`src/design/arcm_pkg.sv`:
```
// Shared types, codes and reset constants of the auto-ranging coordinate mapper.
package arcm_pkg;

    localparam int COORD_BITS_DEF   = 16;
    localparam int OFFSET_BITS      = 15;
    localparam int MODEL_HIGH_RESET = 16383;
    localparam logic [OFFSET_BITS-1:0] MAX_OFFSET_RESET = 15'd320;

    localparam int APB_ADDR_BITS = 5;
    localparam int APB_DATA_BITS = 32;
    localparam int REG_IDX_BITS  = 3;

    typedef enum logic [2:0] {
        OP_SAMPLE       = 3'd0,
        OP_RESET_BOUNDS = 3'd1,
        OP_LOAD_LOW     = 3'd2,
        OP_LOAD_HIGH    = 3'd3,
        OP_FREEZE       = 3'd4,
        OP_UNFREEZE     = 3'd5
    } opcode_t;

    typedef enum logic [REG_IDX_BITS-1:0] {
        REG_MODEL_LOW_X  = 3'd0,
        REG_MODEL_LOW_Y  = 3'd1,
        REG_MODEL_LOW_Z  = 3'd2,
        REG_MODEL_HIGH_X = 3'd3,
        REG_MODEL_HIGH_Y = 3'd4,
        REG_MODEL_HIGH_Z = 3'd5,
        REG_MAX_OFFSET   = 3'd6
    } reg_idx_t;

    typedef enum logic [2:0] {
        ST_IDLE,
        ST_APPLY,
        ST_DIFF,
        ST_MAG,
        ST_MULT,
        ST_DIV,
        ST_MAP,
        ST_OUT
    } arcm_state_t;

    typedef struct packed {
        logic capture;
        logic apply;
        logic diff;
        logic mag;
        logic mult;
        logic div_step;
        logic div_high;
        logic map;
        logic load_out;
    } arcm_cmd_t;

    typedef struct packed {
        logic is_sample;
    } arcm_stat_t;

endpackage

```
`src/design/arcm_regs.sv`:
```
// APB-style configuration registers: model box corners and growth limit.
module arcm_regs #(
    parameter int COORD_BITS = arcm_pkg::COORD_BITS_DEF
) (
    input  logic                                 clk,
    input  logic                                 rst_n,
    input  logic                                 psel,
    input  logic                                 penable,
    input  logic                                 pwrite,
    input  logic [arcm_pkg::APB_ADDR_BITS-1:0]   paddr,
    input  logic [arcm_pkg::APB_DATA_BITS-1:0]   pwdata,
    output logic [arcm_pkg::APB_DATA_BITS-1:0]   prdata,
    output logic                                 pready,
    output logic signed [COORD_BITS-1:0]         model_low [3],
    output logic signed [COORD_BITS-1:0]         model_high [3],
    output logic [arcm_pkg::OFFSET_BITS-1:0]     max_offset
);
    import arcm_pkg::*;

    logic signed [COORD_BITS-1:0] model_low_reg [3];
    logic signed [COORD_BITS-1:0] model_high_reg [3];
    logic [OFFSET_BITS-1:0]       max_offset_reg;
    logic                         wr_en;
    reg_idx_t                     idx;

    assign pready = 1'b1;
    assign wr_en  = psel & penable & pwrite & pready;
    assign idx    = reg_idx_t'(paddr[APB_ADDR_BITS-1:2]);

    always_ff @(posedge clk or negedge rst_n)
    begin
        if (!rst_n)
        begin
            for (int i = 0; i < 3; i++)
            begin
                model_low_reg[i]  <= '0;
                model_high_reg[i] <= COORD_BITS'(MODEL_HIGH_RESET);
            end
            max_offset_reg <= MAX_OFFSET_RESET;
        end
        else if (wr_en)
        begin
            unique case (idx)
                REG_MODEL_LOW_X:  model_low_reg[0]  <= $signed(pwdata[COORD_BITS-1:0]);
                REG_MODEL_LOW_Y:  model_low_reg[1]  <= $signed(pwdata[COORD_BITS-1:0]);
                REG_MODEL_LOW_Z:  model_low_reg[2]  <= $signed(pwdata[COORD_BITS-1:0]);
                REG_MODEL_HIGH_X: model_high_reg[0] <= $signed(pwdata[COORD_BITS-1:0]);
                REG_MODEL_HIGH_Y: model_high_reg[1] <= $signed(pwdata[COORD_BITS-1:0]);
                REG_MODEL_HIGH_Z: model_high_reg[2] <= $signed(pwdata[COORD_BITS-1:0]);
                REG_MAX_OFFSET:   max_offset_reg    <= pwdata[OFFSET_BITS-1:0];
                default:          ;
            endcase
        end
    end

    always_comb
    begin
        unique case (idx)
            REG_MODEL_LOW_X:  prdata = APB_DATA_BITS'($unsigned(model_low_reg[0]));
            REG_MODEL_LOW_Y:  prdata = APB_DATA_BITS'($unsigned(model_low_reg[1]));
            REG_MODEL_LOW_Z:  prdata = APB_DATA_BITS'($unsigned(model_low_reg[2]));
            REG_MODEL_HIGH_X: prdata = APB_DATA_BITS'($unsigned(model_high_reg[0]));
            REG_MODEL_HIGH_Y: prdata = APB_DATA_BITS'($unsigned(model_high_reg[1]));
            REG_MODEL_HIGH_Z: prdata = APB_DATA_BITS'($unsigned(model_high_reg[2]));
            REG_MAX_OFFSET:   prdata = APB_DATA_BITS'(max_offset_reg);
            default:          prdata = '0;
        endcase
    end

    assign model_low  = model_low_reg;
    assign model_high = model_high_reg;
    assign max_offset = max_offset_reg;

endmodule

```
`src/design/arcm_ctrl.sv`:
```
// Sequencing state machine: steps one word through apply, divide, map and output.
module arcm_ctrl #(
    parameter int COORD_BITS = arcm_pkg::COORD_BITS_DEF
) (
    input  logic                 clk,
    input  logic                 rst_n,
    input  logic                 item_valid,
    output logic                 item_ready,
    output logic                 result_valid,
    input  logic                 result_ready,
    input  arcm_pkg::arcm_stat_t stat,
    output arcm_pkg::arcm_cmd_t  cmd
);
    import arcm_pkg::*;

    localparam int DIV_STEPS = 2 * COORD_BITS;
    localparam int CNT_BITS  = $clog2(DIV_STEPS);
    localparam logic [CNT_BITS-1:0] CNT_LAST = CNT_BITS'(DIV_STEPS - 1);
    localparam logic [CNT_BITS-1:0] CNT_HIGH = CNT_BITS'(COORD_BITS);

    arcm_state_t         state_reg, state_next;
    logic [CNT_BITS-1:0] cnt_reg, cnt_next;
    logic                out_valid_reg, out_valid_next;
    logic                out_free;

    // The output register may be refilled when empty or when its word leaves now.
    assign out_free = !out_valid_reg || result_ready;

    always_ff @(posedge clk or negedge rst_n)
    begin
        if (!rst_n)
        begin
            state_reg     <= ST_IDLE;
            cnt_reg       <= '0;
            out_valid_reg <= 1'b0;
        end
        else
        begin
            state_reg     <= state_next;
            cnt_reg       <= cnt_next;
            out_valid_reg <= out_valid_next;
        end
    end

    // Next state
    always_comb
    begin
        state_next = state_reg;
        unique case (state_reg)
            ST_IDLE:  if (item_valid) state_next = ST_APPLY;
            ST_APPLY: state_next = stat.is_sample ? ST_DIFF : ST_OUT;
            ST_DIFF:  state_next = ST_MAG;
            ST_MAG:   state_next = ST_MULT;
            ST_MULT:  state_next = ST_DIV;
            ST_DIV:   if (cnt_reg == CNT_LAST) state_next = ST_MAP;
            ST_MAP:   state_next = ST_OUT;
            ST_OUT:   if (out_free) state_next = ST_IDLE;
            default:  state_next = ST_IDLE;
        endcase
    end

    // Outputs, divider step count and result valid
    always_comb
    begin
        cmd          = '0;
        item_ready   = 1'b0;
        cnt_next     = cnt_reg;
        unique case (state_reg)
            ST_IDLE:
            begin
                item_ready  = 1'b1;
                cmd.capture = item_valid;
            end
            ST_APPLY: cmd.apply = 1'b1;
            ST_DIFF:  cmd.diff  = 1'b1;
            ST_MAG:   cmd.mag   = 1'b1;
            ST_MULT:
            begin
                cmd.mult = 1'b1;
                cnt_next = '0;
            end
            ST_DIV:
            begin
                cmd.div_step = 1'b1;
                cmd.div_high = cnt_reg < CNT_HIGH;
                cnt_next     = cnt_reg + 1'b1;
            end
            ST_MAP:   cmd.map      = 1'b1;
            ST_OUT:   cmd.load_out = out_free;
            default:  ;
        endcase
    end

    always_comb
    begin
        if (cmd.load_out)
            out_valid_next = 1'b1;
        else if (result_ready)
            out_valid_next = 1'b0;
        else
            out_valid_next = out_valid_reg;
    end

    assign result_valid = out_valid_reg;

endmodule

```
`src/design/arcm_axis.sv`:
```
// One axis lane: span differences, multiplier, bit-serial divider, clamp and saturation.
module arcm_axis #(
    parameter int COORD_BITS = arcm_pkg::COORD_BITS_DEF
) (
    input  logic                         clk,
    input  arcm_pkg::arcm_cmd_t          cmd,
    input  logic signed [COORD_BITS-1:0] pos,
    input  logic signed [COORD_BITS-1:0] world_low,
    input  logic signed [COORD_BITS-1:0] world_high,
    input  logic signed [COORD_BITS-1:0] out_start,
    input  logic signed [COORD_BITS-1:0] out_end,
    input  logic                         frozen,
    output logic signed [COORD_BITS-1:0] result
);
    import arcm_pkg::*;

    localparam int DW = COORD_BITS + 1;
    localparam int PW = 2 * COORD_BITS;
    localparam int SW = COORD_BITS + 2;
    localparam logic signed [SW-1:0] SAT_MAX = {3'b000, {(COORD_BITS-1){1'b1}}};
    localparam logic signed [SW-1:0] SAT_MIN = {3'b111, {(COORD_BITS-1){1'b0}}};

    logic signed [DW-1:0]   d_reg, span_reg, dout_reg;
    logic [COORD_BITS-1:0]  d_abs_reg, span_abs_reg, dout_abs_reg;
    logic                   neg_reg, span_zero_reg;
    logic [PW-1:0]          prod_reg;
    logic [COORD_BITS-1:0]  rem_reg, quo_reg;
    logic                   ovf_reg;
    logic signed [COORD_BITS-1:0] res_reg;

    logic [COORD_BITS:0]    trial, trial_sub;
    logic                   fits;
    logic [COORD_BITS:0]    qv;
    logic signed [SW-1:0]   base, qs, sum, lo_m, hi_m, clamped, sat;

    // Restoring division, one quotient bit per cycle. A quotient bit at or above
    // the coordinate width forces the quotient past the coordinate range whatever follows.
    assign trial     = {rem_reg, prod_reg[PW-1]};
    assign fits      = trial >= {1'b0, span_abs_reg};
    assign trial_sub = trial - {1'b0, span_abs_reg};

    always_comb
    begin
        qv   = ovf_reg ? {1'b1, {COORD_BITS{1'b0}}} : {1'b0, quo_reg};
        base = SW'(out_start);
        qs   = $signed({1'b0, qv});
        if (span_zero_reg)
            sum = base;
        else if (neg_reg)
            sum = base - qs;
        else
            sum = base + qs;
        lo_m = (out_start < out_end) ? SW'(out_start) : SW'(out_end);
        hi_m = (out_start < out_end) ? SW'(out_end) : SW'(out_start);
        clamped = sum;
        if (frozen)
        begin
            if (sum < lo_m)
                clamped = lo_m;
            else if (sum > hi_m)
                clamped = hi_m;
        end
        if (clamped > SAT_MAX)
            sat = SAT_MAX;
        else if (clamped < SAT_MIN)
            sat = SAT_MIN;
        else
            sat = clamped;
    end

    always_ff @(posedge clk)
    begin
        if (cmd.diff)
        begin
            d_reg    <= DW'(pos) - DW'(world_low);
            span_reg <= DW'(world_high) - DW'(world_low);
            dout_reg <= DW'(out_end) - DW'(out_start);
        end
        if (cmd.mag)
        begin
            d_abs_reg     <= d_reg[DW-1] ? COORD_BITS'(-d_reg) : COORD_BITS'(d_reg);
            span_abs_reg  <= span_reg[DW-1] ? COORD_BITS'(-span_reg) : COORD_BITS'(span_reg);
            dout_abs_reg  <= dout_reg[DW-1] ? COORD_BITS'(-dout_reg) : COORD_BITS'(dout_reg);
            neg_reg       <= d_reg[DW-1] ^ dout_reg[DW-1] ^ span_reg[DW-1];
            span_zero_reg <= (span_reg == '0);
        end
        if (cmd.mult)
        begin
            prod_reg <= PW'(d_abs_reg) * PW'(dout_abs_reg);
            rem_reg  <= '0;
            quo_reg  <= '0;
            ovf_reg  <= 1'b0;
        end
        if (cmd.div_step)
        begin
            prod_reg <= {prod_reg[PW-2:0], 1'b0};
            rem_reg  <= fits ? trial_sub[COORD_BITS-1:0] : trial[COORD_BITS-1:0];
            quo_reg  <= {quo_reg[COORD_BITS-2:0], fits};
            ovf_reg  <= ovf_reg | (fits & cmd.div_high);
        end
        if (cmd.map)
            res_reg <= COORD_BITS'(sat);
    end

    assign result = res_reg;

endmodule

```
`src/design/arcm_datapath.sv`:
```
// Datapath: word capture, learned world box, three axis lanes and output register.
module arcm_datapath #(
    parameter int COORD_BITS = arcm_pkg::COORD_BITS_DEF
) (
    input  logic                             clk,
    input  logic                             rst_n,
    input  arcm_pkg::arcm_cmd_t              cmd,
    output arcm_pkg::arcm_stat_t             stat,
    input  logic [2:0]                       opcode,
    input  logic signed [COORD_BITS-1:0]     pos_x,
    input  logic signed [COORD_BITS-1:0]     pos_y,
    input  logic signed [COORD_BITS-1:0]     pos_z,
    input  logic signed [COORD_BITS-1:0]     model_low [3],
    input  logic signed [COORD_BITS-1:0]     model_high [3],
    input  logic [arcm_pkg::OFFSET_BITS-1:0] max_offset,
    output logic                             is_point,
    output logic signed [COORD_BITS-1:0]     mapped_x,
    output logic signed [COORD_BITS-1:0]     mapped_y,
    output logic signed [COORD_BITS-1:0]     mapped_z
);
    import arcm_pkg::*;

    localparam int GW = ((COORD_BITS > OFFSET_BITS) ? COORD_BITS : OFFSET_BITS) + 2;

    opcode_t                      op_reg;
    logic signed [COORD_BITS-1:0] pos_reg [3];
    logic signed [COORD_BITS-1:0] wl_reg [3], wl_next [3];
    logic signed [COORD_BITS-1:0] wh_reg [3], wh_next [3];
    logic                         frozen_reg, frozen_next;
    logic                         is_point_reg;
    logic signed [COORD_BITS-1:0] mapped_reg [3];

    logic signed [GW-1:0]         mo_g;
    logic signed [GW-1:0]         lo_gap [3], hi_gap [3];
    logic signed [COORD_BITS-1:0] grown_low [3], grown_high [3];
    logic                         below, above;
    logic signed [COORD_BITS-1:0] lane_res [3];

    assign stat.is_sample = (op_reg == OP_SAMPLE);

    // Growth toward the sample, limited to max_offset per axis.
    always_comb
    begin
        mo_g  = $signed(GW'(max_offset));
        below = 1'b0;
        above = 1'b0;
        for (int a = 0; a < 3; a++)
        begin
            lo_gap[a] = GW'(pos_reg[a]) - GW'(wl_reg[a]);
            hi_gap[a] = GW'(pos_reg[a]) - GW'(wh_reg[a]);
            below     = below | (pos_reg[a] < wl_reg[a]);
            above     = above | (pos_reg[a] > wh_reg[a]);
            if (lo_gap[a] < -mo_g)
                grown_low[a] = COORD_BITS'(GW'(wl_reg[a]) - mo_g);
            else if (lo_gap[a] < 0)
                grown_low[a] = pos_reg[a];
            else
                grown_low[a] = wl_reg[a];
            if (hi_gap[a] > mo_g)
                grown_high[a] = COORD_BITS'(GW'(wh_reg[a]) + mo_g);
            else if (hi_gap[a] > 0)
                grown_high[a] = pos_reg[a];
            else
                grown_high[a] = wh_reg[a];
        end
    end

    always_comb
    begin
        wl_next     = wl_reg;
        wh_next     = wh_reg;
        frozen_next = frozen_reg;
        if (cmd.apply)
        begin
            unique case (op_reg)
                OP_SAMPLE:
                begin
                    // The lower corner wins when the sample lies outside both.
                    if (!frozen_reg && below)
                        wl_next = grown_low;
                    else if (!frozen_reg && above)
                        wh_next = grown_high;
                end
                OP_RESET_BOUNDS:
                begin
                    for (int a = 0; a < 3; a++)
                    begin
                        wl_next[a] = '0;
                        wh_next[a] = '0;
                    end
                    frozen_next = 1'b0;
                end
                OP_LOAD_LOW:  wl_next = pos_reg;
                OP_LOAD_HIGH:
                begin
                    wh_next     = pos_reg;
                    frozen_next = 1'b1;
                end
                OP_FREEZE:    frozen_next = 1'b1;
                OP_UNFREEZE:  frozen_next = 1'b0;
                default:      ;
            endcase
        end
    end

    always_ff @(posedge clk or negedge rst_n)
    begin
        if (!rst_n)
        begin
            for (int a = 0; a < 3; a++)
            begin
                wl_reg[a] <= '0;
                wh_reg[a] <= '0;
            end
            frozen_reg <= 1'b0;
        end
        else
        begin
            wl_reg     <= wl_next;
            wh_reg     <= wh_next;
            frozen_reg <= frozen_next;
        end
    end

    always_ff @(posedge clk)
    begin
        if (cmd.capture)
        begin
            op_reg     <= opcode_t'(opcode);
            pos_reg[0] <= pos_x;
            pos_reg[1] <= pos_y;
            pos_reg[2] <= pos_z;
        end
        if (cmd.load_out)
        begin
            is_point_reg <= stat.is_sample;
            for (int a = 0; a < 3; a++)
                mapped_reg[a] <= stat.is_sample ? lane_res[a] : '0;
        end
    end

    // X maps low to low; Y and Z are inverted, so the world lower bound
    // lands on the model far corner.
    for (genvar a = 0; a < 3; a++)
    begin : g_lane
        logic signed [COORD_BITS-1:0] o_start, o_end;
        if (a == 0)
        begin : g_direct
            assign o_start = model_low[a];
            assign o_end   = model_high[a];
        end
        else
        begin : g_inverted
            assign o_start = model_high[a];
            assign o_end   = model_low[a];
        end

        arcm_axis #(
            .COORD_BITS (COORD_BITS)
        ) u_axis (
            .clk        (clk),
            .cmd        (cmd),
            .pos        (pos_reg[a]),
            .world_low  (wl_reg[a]),
            .world_high (wh_reg[a]),
            .out_start  (o_start),
            .out_end    (o_end),
            .frozen     (frozen_reg),
            .result     (lane_res[a])
        );
    end

    assign is_point = is_point_reg;
    assign mapped_x = mapped_reg[0];
    assign mapped_y = mapped_reg[1];
    assign mapped_z = mapped_reg[2];

endmodule

```
`src/design/auto_ranging_coordinate_mapper_core.sv`:
```
// Top level of the auto-ranging coordinate mapper: registers, controller and datapath.
//
// The block takes one word at a time on the item channel (opcode and a signed
// 3-axis position) and answers each with exactly one word on the result channel.
// Opcode SAMPLE grows the learned world box toward the position unless frozen,
// then maps each axis linearly onto the model box (Y and Z inverted), clamping
// to the model box when frozen and saturating to the coordinate range. The other
// opcodes reset, load, freeze or unfreeze the world box or, if spare, leave it alone,
// and answer with is_point low and zero coordinates.
// A sample word steps through apply, difference, magnitude, multiply, the divider
// steps, map and output; control words go from apply straight to output. A new word
// can be taken in the cycle after the result is loaded. The bit-serial restoring
// divider gives one quotient bit per cycle in each of the three lanes, side by side.
// The result sits in an output register. If the receiver stalls, the block still
// accepts the next word and works on it, and holds at its final step until the
// output register is free. Reset clears the world box, the frozen flag and the
// result valid, and loads the configuration registers with their defaults.
// The user writes configuration over the APB-style port only while no word is in
// work; the block itself does not enforce it.
module auto_ranging_coordinate_mapper_core #(
    parameter int COORD_BITS = arcm_pkg::COORD_BITS_DEF
) (
    input  logic                               clk,
    input  logic                               rst_n,
    input  logic                               psel,
    input  logic                               penable,
    input  logic                               pwrite,
    input  logic [arcm_pkg::APB_ADDR_BITS-1:0] paddr,
    input  logic [arcm_pkg::APB_DATA_BITS-1:0] pwdata,
    output logic [arcm_pkg::APB_DATA_BITS-1:0] prdata,
    output logic                               pready,
    input  logic                               item_valid,
    output logic                               item_ready,
    input  logic [2:0]                         opcode,
    input  logic signed [COORD_BITS-1:0]       pos_x,
    input  logic signed [COORD_BITS-1:0]       pos_y,
    input  logic signed [COORD_BITS-1:0]       pos_z,
    output logic                               result_valid,
    input  logic                               result_ready,
    output logic                               is_point,
    output logic signed [COORD_BITS-1:0]       mapped_x,
    output logic signed [COORD_BITS-1:0]       mapped_y,
    output logic signed [COORD_BITS-1:0]       mapped_z
);
    import arcm_pkg::*;

    logic signed [COORD_BITS-1:0] model_low [3];
    logic signed [COORD_BITS-1:0] model_high [3];
    logic [OFFSET_BITS-1:0]       max_offset;
    arcm_cmd_t                    cmd;
    arcm_stat_t                   stat;

    // Configuration registers; the user keeps the model corners and the growth limit
    // static while words are in work, which the block itself does not enforce.
    arcm_regs #(
        .COORD_BITS (COORD_BITS)
    ) u_regs (
        .clk        (clk),
        .rst_n      (rst_n),
        .psel       (psel),
        .penable    (penable),
        .pwrite     (pwrite),
        .paddr      (paddr),
        .pwdata     (pwdata),
        .prdata     (prdata),
        .pready     (pready),
        .model_low  (model_low),
        .model_high (model_high),
        .max_offset (max_offset)
    );

    // The controller owns both handshakes and the divider step count.
    arcm_ctrl #(
        .COORD_BITS (COORD_BITS)
    ) u_ctrl (
        .clk          (clk),
        .rst_n        (rst_n),
        .item_valid   (item_valid),
        .item_ready   (item_ready),
        .result_valid (result_valid),
        .result_ready (result_ready),
        .stat         (stat),
        .cmd          (cmd)
    );

    // The datapath holds the world box, the three axis lanes and the result word.
    arcm_datapath #(
        .COORD_BITS (COORD_BITS)
    ) u_datapath (
        .clk        (clk),
        .rst_n      (rst_n),
        .cmd        (cmd),
        .stat       (stat),
        .opcode     (opcode),
        .pos_x      (pos_x),
        .pos_y      (pos_y),
        .pos_z      (pos_z),
        .model_low  (model_low),
        .model_high (model_high),
        .max_offset (max_offset),
        .is_point   (is_point),
        .mapped_x   (mapped_x),
        .mapped_y   (mapped_y),
        .mapped_z   (mapped_z)
    );

endmodule

```
`config.mk`:
```
export PLATFORM = sky130hd
export DESIGN_NAME = auto_ranging_coordinate_mapper_core
export DESIGN_NICKNAME = d
export VERILOG_FILES = /design/src/design/arcm_pkg.sv /design/src/design/arcm_regs.sv /design/src/design/arcm_ctrl.sv /design/src/design/arcm_axis.sv /design/src/design/arcm_datapath.sv /design/src/design/auto_ranging_coordinate_mapper_core.sv
export SDC_FILE = /design/constraint.sdc
export NUM_CORES = 2
export LEC_CHECK = 0
export BUFFER_PORTS_ARGS = -buffer_cell sky130_fd_sc_hd__buf_2
export CAP_MARGIN = 15
export CORE_MARGIN = 5
export CORE_UTILIZATION = 49
export CTS_CLUSTER_DIAMETER = 30
export DETAILED_ROUTE_END_ITERATION = 7
export PLACE_DENSITY = 0.64
export SLEW_MARGIN = 20
export SYNTH_ARGS = -nofsm -noshare
export SYNTH_HDL_FRONTEND = slang
export SYNTH_SLANG_ARGS = --single-unit
```
`constraint.sdc`:
```
create_clock -name clk -period 12.4 [get_ports clk]
set_input_delay 0.62 -clock clk [delete_from_list [all_inputs] [get_ports clk]]
set_output_delay 0.62 -clock clk [all_outputs]
set_load 0.02 [all_outputs]
```
==> run_summary.xml <==
<?xml version="1.0" encoding="UTF-8"?>
<metrics>
  <group name="outcome">
    <metric name="status" unit="">finished clean</metric>
  </group>
  <group name="global_route">
    <metric name="largest_net_degree_at_the_start_of_global_routing" unit="">125</metric>
    <metric name="antenna_found_initial" unit="">7</metric>
    <metric name="grt_residual_overflow" unit="">0</metric>
    <metric name="grt_first_pass_wirelength" unit="um">387000</metric>
    <metric name="grt_pass1_vias" unit="">68130</metric>
    <metric name="track_usage" unit="">0.267</metric>
  </group>
  <group name="die">
    <metric name="pin_count" unit="">179</metric>
    <metric name="rows" unit="">153</metric>
    <metric name="die_x" unit="um">428</metric>
    <metric name="die_height" unit="um">428</metric>
    <metric name="die_area" unit="um^2">183000</metric>
    <metric name="coreArea" unit="um^2">174000</metric>
    <metric name="floorplan.initialDensity" unit="">0.493</metric>
  </group>
  <group name="routing">
    <metric name="post_dr_vias_cell" unit="">5.76</metric>
    <metric name="dr_total_vias" unit="">68524</metric>
    <metric name="detail_route.iter0.violations" unit="">5514</metric>
    <metric name="drc" unit="">0</metric>
    <metric name="detailedRoute.firstPassIterationCount" unit="">7</metric>
    <metric name="drt-wirelength-per-cell" unit="um">21.0</metric>
    <metric name="antenna_violating_nets_post_route" unit="">0</metric>
    <metric name="finalWirelength" unit="um">250000</metric>
  </group>
  <group name="logic_synthesis">
    <metric name="synth_area_leader_cell" unit="">edfxtp_1</metric>
    <metric name="number_of_enable_flip_flop_cells_after_synthesis" unit="">643</metric>
    <metric name="synth.cell_area" unit="um^2">85800</metric>
    <metric name="synth_seq_cells" unit="">863</metric>
    <metric name="postSynth.asyncResetShare" unit="">0.251</metric>
    <metric name="synth.top_cell.area_share" unit="">0.225</metric>
    <metric name="area_contributors_post_synth" unit="">edfxtp_1 (23%), fa_1 (14%), ha_1 (13%), dfrtp_1 (5.0%), inv_1 (5.0%)</metric>
    <metric name="netlist-cell-type-count" unit="">111</metric>
    <metric name="yosysWarnings" unit="">0</metric>
    <metric name="synth_ff_type" unit="">edfxtp_1</metric>
    <metric name="syn-mean-instance-area" unit="um^2">9.33</metric>
    <metric name="synth_cells" unit="">9193</metric>
    <metric name="synth-seq-area-share" unit="">0.290</metric>
  </group>
  <group name="setup_path">
    <metric name="critPathCaptureType" unit="">register</metric>
    <metric name="critPathMostFrequentCell" unit="">ha_1</metric>
    <metric name="class_of_the_most_critical_setup_path" unit="">reg -&gt; reg</metric>
    <metric name="crit_path_start_kind" unit="">register</metric>
    <metric name="cpMaxStageDelayCell" unit="">edfxtp_1</metric>
    <metric name="worst-path-max-fanout" unit="">20</metric>
    <metric name="reg2reg_depth" unit="">28</metric>
    <metric name="cp.required" unit="ns">12.95</metric>
    <metric name="peak_per_stage_delay_on_the_critical_path" unit="ns">0.75</metric>
    <metric name="timing.critical_path.arrival" unit="ns">8.66</metric>
  </group>
  <group name="cells_and_area">
    <metric name="leading_cell_types_in_the_layout_fill_and_taps_excluded" unit="">inv_1 (1131), nand2_1 (1039), ha_1 (910), edfxtp_1 (643), fa_1 (606)</metric>
    <metric name="final_net_count" unit="">10988</metric>
    <metric name="area_growth_syn_to_layout" unit="%">13.6</metric>
    <metric name="largest_reg_flops" unit="">96</metric>
    <metric name="register_area" unit="um^2">24900</metric>
    <metric name="total_area_of_multi_input_combinational_cells" unit="um^2">55500</metric>
    <metric name="layout.cells.most_common" unit="">inv_1</metric>
    <metric name="final_layout_size_suffix_gt1_frac" unit="">0.0853</metric>
    <metric name="fill_cells" unit="">15284</metric>
  </group>
  <group name="timing">
    <metric name="rsz0062_at_grt" unit="">false</metric>
    <metric name="post-route-period-util" unit="">0.654</metric>
    <metric name="slew_headroom" unit="">0.244</metric>
    <metric name="worst_clock_skew" unit="ns">0.0646</metric>
    <metric name="setup_violations" unit="">0</metric>
    <metric name="finalCriticalPeriod" unit="ns">8.11</metric>
    <metric name="count_of_endpoints_failing_hold_in_the_final_timing_report" unit="">0</metric>
    <metric name="achievable-frequency" unit="MHz">123</metric>
    <metric name="worst_slew_pin_slew" unit="ns">1.12</metric>
    <metric name="setup_total_negative_slack" unit="ns">0</metric>
    <metric name="timing_max_transition_violations_final" unit="">0</metric>
  </group>
  <group name="cts">
    <metric name="inserted_clock_buffers" unit="">220</metric>
    <metric name="ctsRootBufferMaster" unit="">clkbuf_16</metric>
    <metric name="clock_latency_on_the_worst_skew_pair" unit="ns">0.88</metric>
    <metric name="cts.sink_count" unit="">863</metric>
    <metric name="cts.htree.levels" unit="">4</metric>
    <metric name="tritoncts" unit="">done</metric>
    <metric name="path_clk_slew" unit="ns">0.05</metric>
    <metric name="postCtsSetupBuffers" unit="">0</metric>
    <metric name="cts.path.max_buffers" unit="">3</metric>
  </group>
  <group name="placed_design">
    <metric name="port_buffers" unit="">143</metric>
    <metric name="gpl.final_weighted_congestion" unit="">1.02</metric>
    <metric name="place.detailed.hpwl" unit="um">192000</metric>
  </group>
  <group name="min_path">
    <metric name="worstHoldPathCells" unit="">3</metric>
    <metric name="worstHoldPathType" unit="">in -&gt; reg</metric>
  </group>
  <group name="job">
    <metric name="drv_cap" unit="">0</metric>
  </group>
</metrics>
==> area by class of cell <==
cell class	instances	area share
multi-input combinational	6893	0.570
sequential	863	0.255
clock buffer	248	0.0595
inverter	1135	0.0438
tap	2325	0.0299
clock inverter	170	0.0232
timing repair buffer	264	0.0182
antenna	2	0.0000514
==> metrics by stage <==
stage,worst slack [ns],cells,area [um^2],util,hold WS (ns)
3_3_place_gp,4.59,11427,88800,0.510,0.447
3_5_place_dp,4.48,11427,88800,0.510,0.457
6_report,4.29,11900,97400,0.560,0.135
4_1_cts,4.48,11897,97400,0.560,0.0669
2_1_floorplan,4.21,9208,85800,-,0.324
5_1_grt,3.75,11898,97400,0.560,0.105
==> Yosys cell counts (173+ instances only) <==
library cell	count
clkbuf_1	259
fa_1	606
edfxtp_1	643
ha_1	910
dfrtp_1	173
a21oi_1	500
inv_1	1133
o21ai_0	560
and2_1	331
nand2_1	1040
nor2_1	586
xnor2_1	344
==> critical path, delay by kind of cell (launching register included) <==
kind,cells,cell delay [ns]
AOI/OAI and AO/OA,12,2.64
adders and majority gates,3,0.94
DFF,1,0.75
and+or+nand+nor,9,2.15
xor gates and xnor gates,2,0.80
buffers and inverters,2,0.51
==> layer usage <==
| layer | part of all wire | global-route usage |
|---|---|---|
| met1 | 0.43 | 0.363 |
| met2 | 0.45 | 0.423 |
| met3 | 0.069 | 0.0408 |
| met4 | 0.048 | 0.121 |
| met5 | 0.000064 | 0 |
==> path summary, 6_finish.rpt <==
check	start	endpoint	slack (ns)
min in group asynchronous	rst_n	u_regs.model_low[21]	0.31
min	pwdata[5]	u_regs.model_high[21]	0.13
max reg2reg	u_datapath.g_lane[0].u_axis.ovf_reg	u_datapath.g_lane[0].u_axis.result[6]	4.29
max in group asynchronous	rst_n	u_regs.model_low[34]	10.58
max	u_datapath.g_lane[0].u_axis.ovf_reg	u_datapath.g_lane[0].u_axis.result[6]	4.29
min reg2reg	u_datapath.g_lane[2].u_axis.prod_reg[0]	u_datapath.g_lane[2].u_axis.prod_reg[0]	0.46
==> cell families (layout without fill, tap and decap cells) <==
family                   Yosys count  count (layout)  share of synthesized area
AND/OR/NAND/NOR                 2723            2723                      0.150
AO/OA/AOI/OAI                   1953            1953                      0.145
adder cells (fa/ha/maj)         1519            1519                      0.275
buffers and inverters           1452            1817                     0.0648
flip-flops                       863             863                      0.290
XOR/XNOR                         490             490                     0.0504
multiplexers                     191             191                     0.0248
other                              2              19                  0.0000876
==> what timing repair did <==
item	4_1_cts	5_1_grt
gates resized for setup	0	0
hold buffers	52	0
hold endpoints to repair	109	0
Power is not shown: default switching activity piles up to over one toggle a cycle in this logic, so the estimate is an artifact.
